===== src/hdl/dsu_pkg.sv =====
// ----------------------------------------------------------------------------
// dsu_pkg
// Shared constants, types and register codes of the union-find block.
// ----------------------------------------------------------------------------
package dsu_pkg;

    localparam int MAX_NODES = 1024;
    localparam int NW        = $clog2(MAX_NODES);
    localparam int CW        = NW + 1;
    localparam int SW        = 11;
    localparam int RW        = 4;

    localparam logic [SW-1:0] SIZE_MAX  = '1;
    localparam logic [RW-1:0] RANK_MAX  = '1;
    localparam logic [CW-1:0] COUNT_MAX = '1;
    localparam logic [CW-1:0] NODES_C   = CW'(MAX_NODES);

    typedef enum logic {
        REG_UNION_MODE = 1'b0,
        REG_NODE_COUNT = 1'b1
    } dsu_reg_t;

    typedef enum logic {
        CMD_FIND  = 1'b0,
        CMD_UNION = 1'b1
    } dsu_command_t;

    typedef enum logic {
        MODE_SIZE = 1'b0,
        MODE_RANK = 1'b1
    } dsu_mode_t;

    typedef enum logic [3:0] {
        S_CLEAR,
        S_IDLE,
        S_CHECK,
        S_F_RD,
        S_F_CMP,
        S_C_RD,
        S_C_WR,
        S_M_RD2,
        S_M_CALC,
        S_OUT
    } dsu_state_t;

    typedef enum logic [3:0] {
        OP_NONE,
        OP_CLEAR,
        OP_LOAD,
        OP_FAIL,
        OP_F_RD,
        OP_F_CMP,
        OP_C_RD,
        OP_C_WR,
        OP_SWAP_B,
        OP_FINISH,
        OP_M_RD1,
        OP_M_RD2,
        OP_M_CALC
    } dsu_op_t;

    typedef struct packed {
        dsu_op_t op;
    } dsu_cmd_t;

    typedef struct packed {
        logic clear_done;
        logic bad_range;
        logic is_union;
        logic is_root;
        logic at_root;
        logic roots_equal;
    } dsu_stat_t;

endpackage


===== src/hdl/dsu_ctrl.sv =====
// ----------------------------------------------------------------------------
// dsu_ctrl
// Sequencer of the union-find block: clearing pass, root walks, path
// compression, linking and result handshake.
// ----------------------------------------------------------------------------
module dsu_ctrl (
    input  logic              aclk,
    input  logic              aresetn,
    input  logic              s_valid,
    output logic              s_ready,
    output logic              m_valid,
    input  logic              m_ready,
    input  dsu_pkg::dsu_stat_t stat,
    output dsu_pkg::dsu_cmd_t  cmd
);
    import dsu_pkg::*;

    dsu_state_t state_reg, state_next;
    logic       second_reg, second_next;

    always_ff @(posedge aclk) begin
        if (!aresetn) begin
            state_reg  <= S_CLEAR;
            second_reg <= 1'b0;
        end else begin
            state_reg  <= state_next;
            second_reg <= second_next;
        end
    end

    always_comb begin
        state_next  = state_reg;
        second_next = second_reg;
        case (state_reg)
            S_CLEAR: begin
                if (stat.clear_done) begin
                    state_next = S_IDLE;
                end
            end
            S_IDLE: begin
                if (s_valid) begin
                    state_next = S_CHECK;
                end
            end
            S_CHECK: begin
                second_next = 1'b0;
                state_next  = stat.bad_range ? S_OUT : S_F_RD;
            end
            S_F_RD:  state_next = S_F_CMP;
            S_F_CMP: state_next = stat.is_root ? S_C_RD : S_F_RD;
            S_C_RD: begin
                if (!stat.at_root) begin
                    state_next = S_C_WR;
                end else if (stat.is_union && !second_reg) begin
                    second_next = 1'b1;
                    state_next  = S_F_RD;
                end else if (stat.is_union && !stat.roots_equal) begin
                    state_next = S_M_RD2;
                end else begin
                    state_next = S_OUT;
                end
            end
            S_C_WR:   state_next = S_C_RD;
            S_M_RD2:  state_next = S_M_CALC;
            S_M_CALC: state_next = S_OUT;
            S_OUT: begin
                if (m_ready) begin
                    state_next = S_IDLE;
                end
            end
            default: state_next = S_CLEAR;
        endcase
    end

    always_comb begin
        cmd.op  = OP_NONE;
        s_ready = 1'b0;
        m_valid = 1'b0;
        case (state_reg)
            S_CLEAR: cmd.op = OP_CLEAR;
            S_IDLE: begin
                s_ready = 1'b1;
                if (s_valid) begin
                    cmd.op = OP_LOAD;
                end
            end
            S_CHECK: begin
                if (stat.bad_range) begin
                    cmd.op = OP_FAIL;
                end
            end
            S_F_RD:  cmd.op = OP_F_RD;
            S_F_CMP: cmd.op = OP_F_CMP;
            S_C_RD: begin
                if (!stat.at_root) begin
                    cmd.op = OP_C_RD;
                end else if (stat.is_union && !second_reg) begin
                    cmd.op = OP_SWAP_B;
                end else if (stat.is_union && !stat.roots_equal) begin
                    cmd.op = OP_M_RD1;
                end else begin
                    cmd.op = OP_FINISH;
                end
            end
            S_C_WR:   cmd.op = OP_C_WR;
            S_M_RD2:  cmd.op = OP_M_RD2;
            S_M_CALC: cmd.op = OP_M_CALC;
            S_OUT:    m_valid = 1'b1;
            default:  cmd.op = OP_NONE;
        endcase
    end

endmodule


===== config.mk =====
export PLATFORM = sky130hd
export DESIGN_NAME = dsu_ctrl
export DESIGN_NICKNAME = d
export VERILOG_FILES = /design/src/hdl/dsu_pkg.sv /design/src/hdl/dsu_ctrl.sv
export SDC_FILE = /design/constraint.sdc
export NUM_CORES = 1
export LEC_CHECK = 0
export BUFFER_PORTS_ARGS = -buffer_cell sky130_fd_sc_hd__clkbuf_2
export CORE_AREA = 10 10 47 49
export DETAILED_ROUTE_END_ITERATION = 10
export DIE_AREA = 0 0 57 59
export PLACE_DENSITY = 0.63
export SYNTH_ARGS = -nofsm -noshare
export SYNTH_HDL_FRONTEND = slang
export SYNTH_SLANG_ARGS = --single-unit

===== constraint.sdc =====
create_clock -name aclk -period 1 [get_ports aclk]
set_input_delay 0.1 -clock aclk [delete_from_list [all_inputs] [get_ports aclk]]
set_output_delay 0.1 -clock aclk [all_outputs]
set_load 0.05 [all_outputs]

; ---- After elaboration in Yosys (flattened, before gate mapping)
; Index checks and enable logic that the tools add are counted.
[totals]
regBits = 5
in_bits = 10
wordCells = 44
[classes]
eq_ne = 14
n_mux = 20
reduce_logical = 8
[ops]
columns = cell, count
row1 = $pmux W4 S10, 1
row2 = $pmux W4 S9, 1
row3 = $mux W4, 8
row4 = $eq A4 B3 Y1 const B, 4
row5 = $ne A2 B2 Y1 const B, 5
row6 = $eq A4 B2 Y1 const B, 2
row7 = $eq A4 B4 Y1 const B, 2
row8 = $mux W2, 4
row9 = $reduce_and A3 Y1, 2
row10 = $eq A4 B1 Y1 const B, 1
row11 = $logic_not A4 Y1, 1
row12 = $mux W1, 4
row13 = $mux W3, 1
row14 = $logic_and A1 B1 Y1, 2
row15 = $logic_not A1 Y1, 2
row16 = $pmux W1 S2, 1
row17 = $reduce_bool A2 Y1, 1

; ---- Longest topological paths before layout
; Gate-level depths: netlist (run 1).
[depth]
word_depth = 6
depth_mapped = 5
mapped_depth_nobuf = 4

; ---- Worst setup path before layout (run 1)
; No wires, ideal clock.
[synth_timing]
path_type = register -> output
from = register state_reg[3]
to = output port cmd[3] in the netlist's numbering
arrival_time_ps = 1799
required_time_ps = 900
setup_slack_ps = -899
path_stages_with_launch = 3
cell_sequence = dfxtp_1 or2b_1 o31ai_1
[synth_lines]
columns = element, line_no
row1 = start: declaration, dsu_ctrl.sv:18  ; dsu_state_t state_reg, state_next;
row2 = start signal: assignment, dsu_ctrl.sv:26  ; state_reg <= state_next;
row3 = end: declaration, dsu_ctrl.sv:14  ; output dsu_pkg::dsu_cmd_t cmd

==> results.toml, run 1 <==
[sta]
setup_tns_ns = -3.74
fin_crit_ns = 1.52
fmax_mhz = 658
setup_viol = 11
slew_violations = 0
rsz0062_at_grt = "yes"
layout_setup_ws_ns = -0.521
slew_headroom_pct = 81.1
fin_crit_sh_pct = 152
worst_clock_skew_ns = 0.000297
worst_pin_slew_ns = 0.283
hold_violations = 0

[placed_design]
gp_congestion = 0.985
io_buffer_count = 15
placed_cells = 120
hpwl_um = 1430

[global_routing]
grtUsageTotal_pct = 11.6
grt_pass1_wl_um = 3240
grt_pass1_vias = 725
grt_overflow = 0
grt_antenna_before_repair = 0
grt_max_degree = 9

[power]
pwr-share-comb_pct = 75.1
power_switching_share_pct = 42.9
switchingPower_w = 0.000925
p_clk_share_pct = 11.4
p_int_w = 0.00123
pwr-share-seq_pct = 13.6
p_per_area_mw_per_mm2 = 1910
p_leak_nw = 0.478
ir_drop_mv = 1.41

[run_status]
status = "finished, violations left"
violations = "negative setup slack"

[detailed_routing]
drc_errors = 0
dr.pass1.iters = 4
wirelength_um = 1930
antenna_left = 0
wire_per_inst_um = 14.9
dr.first_iter.drc_count = 21
vias = 716
via_per_inst = 5.55

[logic_synthesis]
syn-num-nets = 76
synth_area_leaders = "dfxtp_1 (21%), nor2_1 (6.2%), a2111oi_4 (5.7%), nor3_1 (5.2%), nand2_1 (4.7%)"
netlist.area_leader.share_pct = 20.7
synth_warnings = 0
syn_inst = 66
synth_ff_type = "dfxtp_1"
yosysSeqAreaShare_pct = 20.7
synthTopCellsByCount = "nor2_1 (8), nand2_1 (6), dfxtp_1 (5), nor3_1 (5), a21oi_1 (4)"
netlist_area_um2 = 483
avgSynthCellArea_um2 = 7.32
yosysMostFrequentCell = "nor2_1"
postSynth.asyncResetShare_pct = 0
synth_seq_cells = 5
yosys.area.top_type = "dfxtp_1"
synth_cell_types = 29
synth-edff-count = 0

[die]
die_area_mm2 = 0.00336
dieHeight_um = 59
fp.dieW_um = 57
initial_core_util_pct = 34.5
ios = 16
rows = 14
core_area_mm2 = 0.00140

[clock_network]
clock_latency_ns = 0.24
cts_made_buffers = 3
clkSinkCount = 5
htree_levels = 1
clk_pin_slew_ns = 0.05
cts_buffer_depth = 2
clockRootBuffer = "clkbuf_4"
cts_tree = "done"

[setup_path]
worstSetupStartpointType = "flop"
crit_slowest_cell = "dfxtp_4"
worst_setup_path_end_kind = "output pin"
ff2ff_path_depth = 6
worst_ep_required_time_ns = 0.90
slowest_delay_ns = 0.38
cp_cell_sequence = "nand2b_2 > o22a_1 > o22ai_4 > buf_12"
cp.arrival_ns = 1.42
crit-reg2reg-launch = "state_reg[2]$_SDFFE_PN0P_"
crit_buf_inv = 1
crit_fanout = 8
r2r_setup_slack_ns = -0.36
crit_type = "reg -> out"
cp_top_family = "compound AO/OA/AOI/OAI gates"
r2r-end = "state_reg[0]$_SDFFE_PN0P_"

[job]
cap_violations = 0

[cells_and_area]
fill_cells = 77
layout-drive-gt1-share_pct = 69.0
area_delta_synth_final_pct = 133
fin_nets = 124
diodes = 0
finalNonFillerCells = 129
largest_reg_flops = 4
fin_util_pct = 80.4

[min_path]
min_path_cells = 3
hp-class = "in -> reg"
worstHoldStart = "stat[1]"
holdPathEnd = "second_reg$_SDFFE_PN0P_"
==> worst max path at each step <==
stage	slack (ns)	cells past startpoint	from	endpoint
after floorplan	-0.27	4	state_reg[1]$_SDFFE_PN0P_	cmd[2]
after global routing	-0.57	5	state_reg[2]$_SDFFE_PN0P_	cmd[3]
after CTS	-0.50	5	state_reg[1]$_SDFFE_PN0P_	cmd[2]
after detailed placement	-0.30	5	state_reg[3]$_SDFFE_PN0P_	state_reg[3]$_SDFFE_PN0P_
after global placement	-0.29	6	state_reg[0]$_SDFFE_PN0P_	cmd[1]
final	-0.52	4	state_reg[2]$_SDFFE_PN0P_	cmd[2]
==> worst register-to-register path, stage by stage, from the launching register on <==
cell	delay [ns]
dfxtp_4	0.38
buf_6	0.13
and2b_2	0.21
buf_4	0.14
nand2_1	0.06
a21oi_1	0.06
o31a_1	0.28
==> repair_timing <==
item / 4_1_cts / 5_1_grt
gates resized for setup: 21 / 13
hold buffers: 0 / 0
buffers inserted: 4 / 2
setup endpoints to repair: 11 / 11
pin swaps: 8 / 6
==> power groups by stage <==
stage / Sequential (W) / Clock, W / Combinational [W]
finish: 0.000292 / 0.000245 / 0.00162
global route: 0.000296 / 0.000269 / 0.00169
CTS: 0.000288 / 0.000246 / 0.00151
detailed placement: 0.000292 / 0 / 0.00135
global placement: 0.000290 / 0 / 0.00134
floorplan: 0.000280 / 0 / 0.000782
==> routing by layer <==
metal | GRT usage (%) | up-vias | share of wire, %
li1 | - | 341 | -
met1 | 12.2 | 334 | 39
met2 | 21.6 | 33 | 52
met3 | 2.79 | 8 | 6.6
met4 | 5.03 | 0 | 2.0
met5 | 0 | - | 0
==> area by class of cell <==
class	instances	area, um2	share of cell area [%]
clock buffer	4	26.3	2.33
inverter	3	11.3	1.00
multi-input combinational	54	497	44.1
sequential	5	110	9.78
tap	16	20.0	1.78
timing repair buffer	47	462	41.0
==> cells by family (layout without fill, tap and decap cells) <==
family | Yosys count | in the layout | share of synthesized area, %
DFF | 5 | 5 | 20.7
AOI/OAI and AO/OA | 25 | 25 | 38.3
and+or+nand+nor | 29 | 29 | 32.1
buffers and inverters | 7 | 54 | 8.81
==> placed cells by master, fill, tap and decap left out, types with 4 or more instances in the layout <==
cell type,instances
a21oi_1,4
buf_12,6
buf_4,18
buf_6,13
clkbuf_2,9
nand2_1,5
nor2_1,4
nor3_4,4
==> through the flow <==
step                instance area (um2)  hold slack [ns]  setup WS [ns]  power [W]
floorplan                           589            0.220         -0.271    0.00106
global placement                    926            0.462         -0.285    0.00163
detailed placement                  926            0.469         -0.300    0.00164
CTS                                1050            0.222         -0.498    0.00204
global route                       1130            0.250         -0.566    0.00226
finish                             1130            0.230         -0.521    0.00215
(Power assumes the default switching activity.)
==> run 2, diff against run 1 <==
--- a/config.mk
+++ b/config.mk
@@ -7,8 +7,10 @@
 export LEC_CHECK = 0
 export BUFFER_PORTS_ARGS = -buffer_cell sky130_fd_sc_hd__clkbuf_2
 export CORE_AREA = 10 10 47 49
+export CTS_CLUSTER_SIZE = 28
 export DETAILED_ROUTE_END_ITERATION = 10
 export DIE_AREA = 0 0 57 59
+export GPL_TIMING_DRIVEN = 0
 export PLACE_DENSITY = 0.63
 export SYNTH_ARGS = -nofsm -noshare
 export SYNTH_HDL_FRONTEND = slang
==> constraint.sdc (replaced) <==
create_clock -name aclk -period 1.35 [get_ports aclk]
set_input_delay 0.135 -clock aclk [delete_from_list [all_inputs] [get_ports aclk]]
set_output_delay 0.135 -clock aclk [all_outputs]
set_load 0.05 [all_outputs]
==> run 2 against run 1 <==
The flow still finishes with violations (negative setup slack). Highest routed layer unchanged. Final area is 32% lower. Via count is 21% lower. Clock skew is 0.0013 ns higher. Critical path depth is 1 higher. Critical path type unchanged.
==> results.toml, run 2 (same netlist as run 1, synthesis figures left out) <==
[setup_path]
cp_top_family = "compound AO/OA/AOI/OAI gates"
slowest_delay_ns = 0.33
crit_buf_inv = 2
cp.arrival_ns = 1.42
worst_setup_path_end_kind = "output pin"
crit_slowest_cell = "dfxtp_2"
worstSetupStartpointType = "flop"
cp_cell_sequence = "buf_6 > nand2b_4 > o22a_1 > o22ai_4 > buf_8"
crit_fanout = 3
crit_type = "reg -> out"
worst_ep_required_time_ns = 1.22

[cells_and_area]
final_cell_area_um2 = 766
diodes = 0
largest_reg_flops = 4
layout_common_cells = "clkbuf_2 (9), nor2_1 (7), nand2_1 (6)"
fin_util_pct = 54.6
mostFrequentLayoutCell = "clkbuf_2"
layout-drive-gt1-share_pct = 49.4
fin_nets = 98
area_delta_synth_final_pct = 58.5

[clock_network]
clockRootBuffer = "clkbuf_4"
clkSinkCount = 5
htree_levels = 1
cts_buffer_depth = 2
clk_pin_slew_ns = 0.05
cts_made_buffers = 3
cts-hold-fix-buffers = 0
cts_tree = "done"
clock_latency_ns = 0.26

[job]
cap_violations = 0

[die]
dieHeight_um = 59
fp.dieW_um = 57
initial_core_util_pct = 34.5
core_area_mm2 = 0.00140
die_area_mm2 = 0.00336
rows = 14
ios = 16

[placed_design]
gp_congestion = 0.887
io_buffer_count = 15
hpwl_um = 1110
place_ws_ns = -0.198
place_area_um2 = 619

[sta]
fmax_mhz = 644
layout_setup_ws_ns = -0.204
worst_clock_skew_ns = 0.00157
hold_violations = 0
fin_crit_ns = 1.55
whs_ns = 0.149
worst_pin_slew_ns = 0.318
setup_viol = 4
fin_crit_sh_pct = 115
slew_headroom_pct = 78.8
rsz0062_at_grt = "yes"
slew_violations = 0

[power]
p_leak_nw = 0.302
ir_drop_mv = 0.924
p_per_area_mw_per_mm2 = 1550

[detailed_routing]
drc_errors = 0
antenna_left = 0
vias = 569
wirelength_um = 1500
via_per_inst = 5.52
wire_per_inst_um = 14.5
dr.first_iter.drc_count = 4
dr.pass1.iters = 4

[run_status]
status = "finished, violations left"
violations = "negative setup slack"

[min_path]
hp-class = "in -> reg"

[global_routing]
grt_pass1_vias = 580
grt_overflow = 0
grt_antenna_before_repair = 0
grt_pass1_wl_um = 2610
grtUsageTotal_pct = 9.47
grt_max_degree = 11
==> run 2: through the flow <==
stage	TNS, ns	power [W]	std cells
detailed placement	-0.391	0.000840	97
CTS	-0.713	0.00114	102
global placement	-0.397	0.000836	97
finish	-0.621	0.00119	103
global route	-0.832	0.00125	103
floorplan	-0.215	0.000714	66
==> run 2: layout make-up <==
| type | count | area [um2] |
|---|---|---|
| inverters | 3 | 11.3 |
| multi-input cells | 54 | 405 |
| fillers | 137 | 636 |
| repair buffers | 17 | 148 |
| flip-flops and latches | 5 | 110 |
| well taps | 16 | 20.0 |
| clock buffers | 4 | 26.3 |
| plain buffers | 4 | 45.0 |
==> run 2: timing repair <==
item | in CTS | in global routing
gates resized for setup | 21 | 10
pin swaps | 2 | 2
setup endpoints to repair | 6 | 6
setup buffers | 1 | 1
==> run 2: report_power, final <==
part | internal, W | total (W) | switching, W
Sequential | 0.000180 | 0.000219 | 0.0000389
Clock | 0.000113 | 0.000197 | 0.0000839
Combinational | 0.000325 | 0.000769 | 0.000445
Total | 0.000618 | 0.00119 | 0.000568
==> run 2: final timing paths <==
check / end / slack, ns / from / cells past startpoint
worst min register to register: second_reg$_SDFFE_PN0P_ / 0.51 / second_reg$_SDFFE_PN0P_ / 2
worst min-delay path: state_reg[0]$_SDFFE_PN0P_ / 0.15 / aresetn / 2
worst max register to register: state_reg[0]$_SDFFE_PN0P_ / 0.13 / state_reg[1]$_SDFFE_PN0P_ / 5
worst max-delay path: cmd[2] / -0.20 / state_reg[1]$_SDFFE_PN0P_ / 5
==> run 2: routing by layer <==
| metal | GRT usage [%] | routed length [um] |
|---|---|---|
| met3 | 2.79 | 83 |
| met2 | 15.0 | 732 |
| met1 | 11.2 | 644 |
| met5 | 0 | 0 |
| met4 | 5.03 | 37 |
==> run 2: worst reg2reg max path: cells and delay by family, from the launching register on <==
| family | cells | cell delay [ns] |
|---|---|---|
| simple gates | 2 | 0.30 |
| flops | 1 | 0.33 |
| compound gates | 1 | 0.23 |
| buf+inv | 2 | 0.25 |
==> run 3, diff against run 2 <==
--- a/config.mk
+++ b/config.mk
@@ -5,13 +5,14 @@
 export SDC_FILE = /design/constraint.sdc
 export NUM_CORES = 1
 export LEC_CHECK = 0
+export ABC_AREA = 1
 export BUFFER_PORTS_ARGS = -buffer_cell sky130_fd_sc_hd__clkbuf_2
-export CORE_AREA = 10 10 47 49
+export CORE_AREA = 4 4 41 43
 export CTS_CLUSTER_SIZE = 28
 export DETAILED_ROUTE_END_ITERATION = 10
-export DIE_AREA = 0 0 57 59
+export DIE_AREA = 0 0 45 47
 export GPL_TIMING_DRIVEN = 0
-export PLACE_DENSITY = 0.63
+export PLACE_DENSITY = 0.6
 export SYNTH_ARGS = -nofsm -noshare
 export SYNTH_HDL_FRONTEND = slang
 export SYNTH_SLANG_ARGS = --single-unit
==> constraint.sdc (replaced) <==
create_clock -name aclk -period 1.5 [get_ports aclk]
set_input_delay 0.15 -clock aclk [delete_from_list [all_inputs] [get_ports aclk]]
set_output_delay 0.15 -clock aclk [all_outputs]
set_load 0.05 [all_outputs]
==> run 3 against run 2 <==
The run now ends clean. Cell count increased by 26%. Final area is 0.98% lower. Register-to-register slack improved by 0.16 ns.
==> results.toml, run 3 <==
[logic_synthesis]
synthTopCellsByCount = "nand2_1 (22), nor2_1 (13), inv_1 (12)"
syn-num-nets = 95
netlist.area_leader.share_pct = 20.8
synth_cell_types = 18
synth_area_leaders = "dfxtp_1 (21%), nand2_1 (17%), nor2_1 (10%), inv_1 (9.4%), nand4_1 (6.5%)"
synth_seq_cells = 5
yosys.area.top_type = "dfxtp_1"
postSynth.asyncResetShare_pct = 0
avgSynthCellArea_um2 = 5.67
synth_warnings = 0
netlist_area_um2 = 482
synth-edff-count = 0
syn_inst = 85
synth_ff_type = "dfxtp_1"
yosysSeqAreaShare_pct = 20.8
yosysMostFrequentCell = "nand2_1"

[power]
power_switching_share_pct = 43.4
p_clk_share_pct = 23.1
total_power_w = 0.000667
p_leak_nw = 0.382
switchingPower_w = 0.000290
pwr-share-seq_pct = 25.7
ir_drop_mv = 0.510
p_per_area_mw_per_mm2 = 880
p_int_w = 0.000378
pwr-share-comb_pct = 51.3

[sta]
fin_crit_sh_pct = 99.3
fin_crit_ns = 1.49
slew_violations = 0
slew_headroom_pct = 80.2
rsz0062_at_grt = "yes"
worst_pin_slew_ns = 0.295
layout_setup_ws_ns = 0.00978
hold_violations = 0
worst_clock_skew_ns = 0.00276
setup_viol = 0
fmax_mhz = 671

[global_routing]
grt_overflow = 0
grt_antenna_before_repair = 0
grt_pass1_vias = 622
grt_max_degree = 8
grt_pass1_wl_um = 2450
grtUsageTotal_pct = 16.4

[setup_path]
worst_setup_path_end_kind = "output pin"
r2r-end = "state_reg[0]$_SDFFE_PN0P_"
crit_type = "reg -> out"
crit-reg2reg-launch = "state_reg[3]$_SDFFE_PN0P_"
slowest_delay_ns = 0.38
cp_top_family = "buffers and inverters"
r2r_setup_slack_ns = 0.29
cp_cell_sequence = "inv_4 > buf_4 > buf_4 > a21oi_1 > a31oi_2 > clkbuf_8"
crit_slowest_cell = "dfxtp_4"
worstSetupStartpointType = "flop"
crit_buf_inv = 4
crit_fanout = 4
cp.arrival_ns = 1.34
ff2ff_path_depth = 7
worst_ep_required_time_ns = 1.35
crit_top_cell = "buf_4"

[die]
core_area_mm2 = 0.00130
die_area_mm2 = 0.00212
ios = 16
dieHeight_um = 47
rows = 13
fp.dieW_um = 45
initial_core_util_pct = 37.0

[min_path]
worstHoldStart = "aresetn"
min_path_cells = 3
holdPathEnd = "state_reg[3]$_SDFFE_PN0P_"
hp-class = "in -> reg"

[detailed_routing]
antenna_left = 0
wire_per_inst_um = 11.6
wirelength_um = 1510
vias = 651
drc_errors = 0
dr.first_iter.drc_count = 22
dr.pass1.iters = 4
via_per_inst = 5.01

[cells_and_area]
area_delta_synth_final_pct = 57.4
fin_nets = 126
diodes = 0
layout_common_cells = "nand2_1 (22), buf_4 (12), nor2_1 (11), inv_1 (11), clkbuf_2 (11)"
mostFrequentLayoutCell = "nand2_1"
finalNonFillerCells = 130
layout-drive-gt1-share_pct = 43.5
largest_reg_flops = 4

[placed_design]
hpwl_um = 1060
io_buffer_count = 15
placed_cells = 115
gp_congestion = 0.825
place_ws_ns = 0.0295

[clock_network]
cts_buffer_depth = 2
clock_latency_ns = 0.24
clockRootBuffer = "clkbuf_4"
htree_levels = 1
cts-hold-fix-buffers = 0
clk_pin_slew_ns = 0.04
cts_tree = "done"
clkSinkCount = 5
cts_made_buffers = 3

[run_status]
status = "finished, final reports clean"

[job]
cap_violations = 0
## run 3: cell count changes in the layout (fill, tap and decap cells not counted), moves of 4 or more
cell / before / now
buf_4: 1 / 12
buf_6: 5 / 1
inv_1: 1 / 11
nand2_1: 6 / 22
nand3_1: 0 / 6
nand4_1: 0 / 5
nor2_1: 7 / 11
nor2_4: 0 / 4
## run 3: tightest hold or removal path, cell delays in order
cell and delay (ns):
clkbuf_2 0.10, nand2_1 0.05, inv_1 0.04
## run 3: how the worst max path moves through the flow
stage,start,end,slack (ns),cells after the start
2_1_floorplan,state_reg[3]$_SDFFE_PN0P_,cmd[1],-0.07,5
3_3_place_gp,state_reg[0]$_SDFFE_PN0P_,cmd[1],0.02,5
3_5_place_dp,state_reg[0]$_SDFFE_PN0P_,cmd[1],0.03,5
4_1_cts,state_reg[1]$_SDFFE_PN0P_,cmd[1],-0.02,6
5_1_grt,second_reg$_SDFFE_PN0P_,cmd[0],-0.06,7
6_report,state_reg[3]$_SDFFE_PN0P_,cmd[2],0.01,6
## run 3: logic make-up (layout without fill, tap and decap cells)
kind of cell | count (synthesis) | in the layout | synth area share [%]
simple gates | 54 | 54 | 53.5
compound gates | 10 | 10 | 13.2
buf+inv | 16 | 46 | 12.5
flops | 5 | 5 | 20.8
## run 3: area by class of cell
cell class / instances / area, um2
Inverter: 16 / 65.1
Sequential cell: 5 / 115
Clock buffer: 4 / 26.3
Fill cell: 129 / 543
Tap cell: 15 / 18.8
Multi-Input combinational cell: 64 / 348
Timing Repair Buffer: 26 / 185
## run 3: routing by layer
layer  GRT usage, %  up-vias  share of wire (%)
met3           1.53       10                5.5
met1           18.0      280                 41
met4           15.2        0                5.6
li1               -      332                  -
met2           27.7       29                 48
met5              0        -                  0
## run 3: power by group through the flow
stage | Sequential [W] | Combinational [W] | Clock [W]
final | 0.000171 | 0.000342 | 0.000154
after global routing | 0.000172 | 0.000370 | 0.000170
after CTS | 0.000168 | 0.000324 | 0.000164
after detailed placement | 0.000170 | 0.000275 | 0
after global placement | 0.000170 | 0.000273 | 0
after floorplan | 0.000165 | 0.000216 | 0
## run 3: stage by stage
step	cell area (um2)	hold WS, ns	util (%)	TNS (ns)
5_1_grt	758	0.150	58.3	-0.179
2_1_floorplan	493	0.248	-	-0.0920
3_3_place_gp	587	0.381	45.1	0
4_1_cts	728	0.130	56.0	-0.0151
3_5_place_dp	587	0.386	45.1	0
6_report	758	0.134	58.3	0
## run 3: repair_timing
item,CTS,global route
endpoints found under the setup margin,5,6
pin swaps,3,3
gates resized for setup,16,10
buffers inserted,9,2
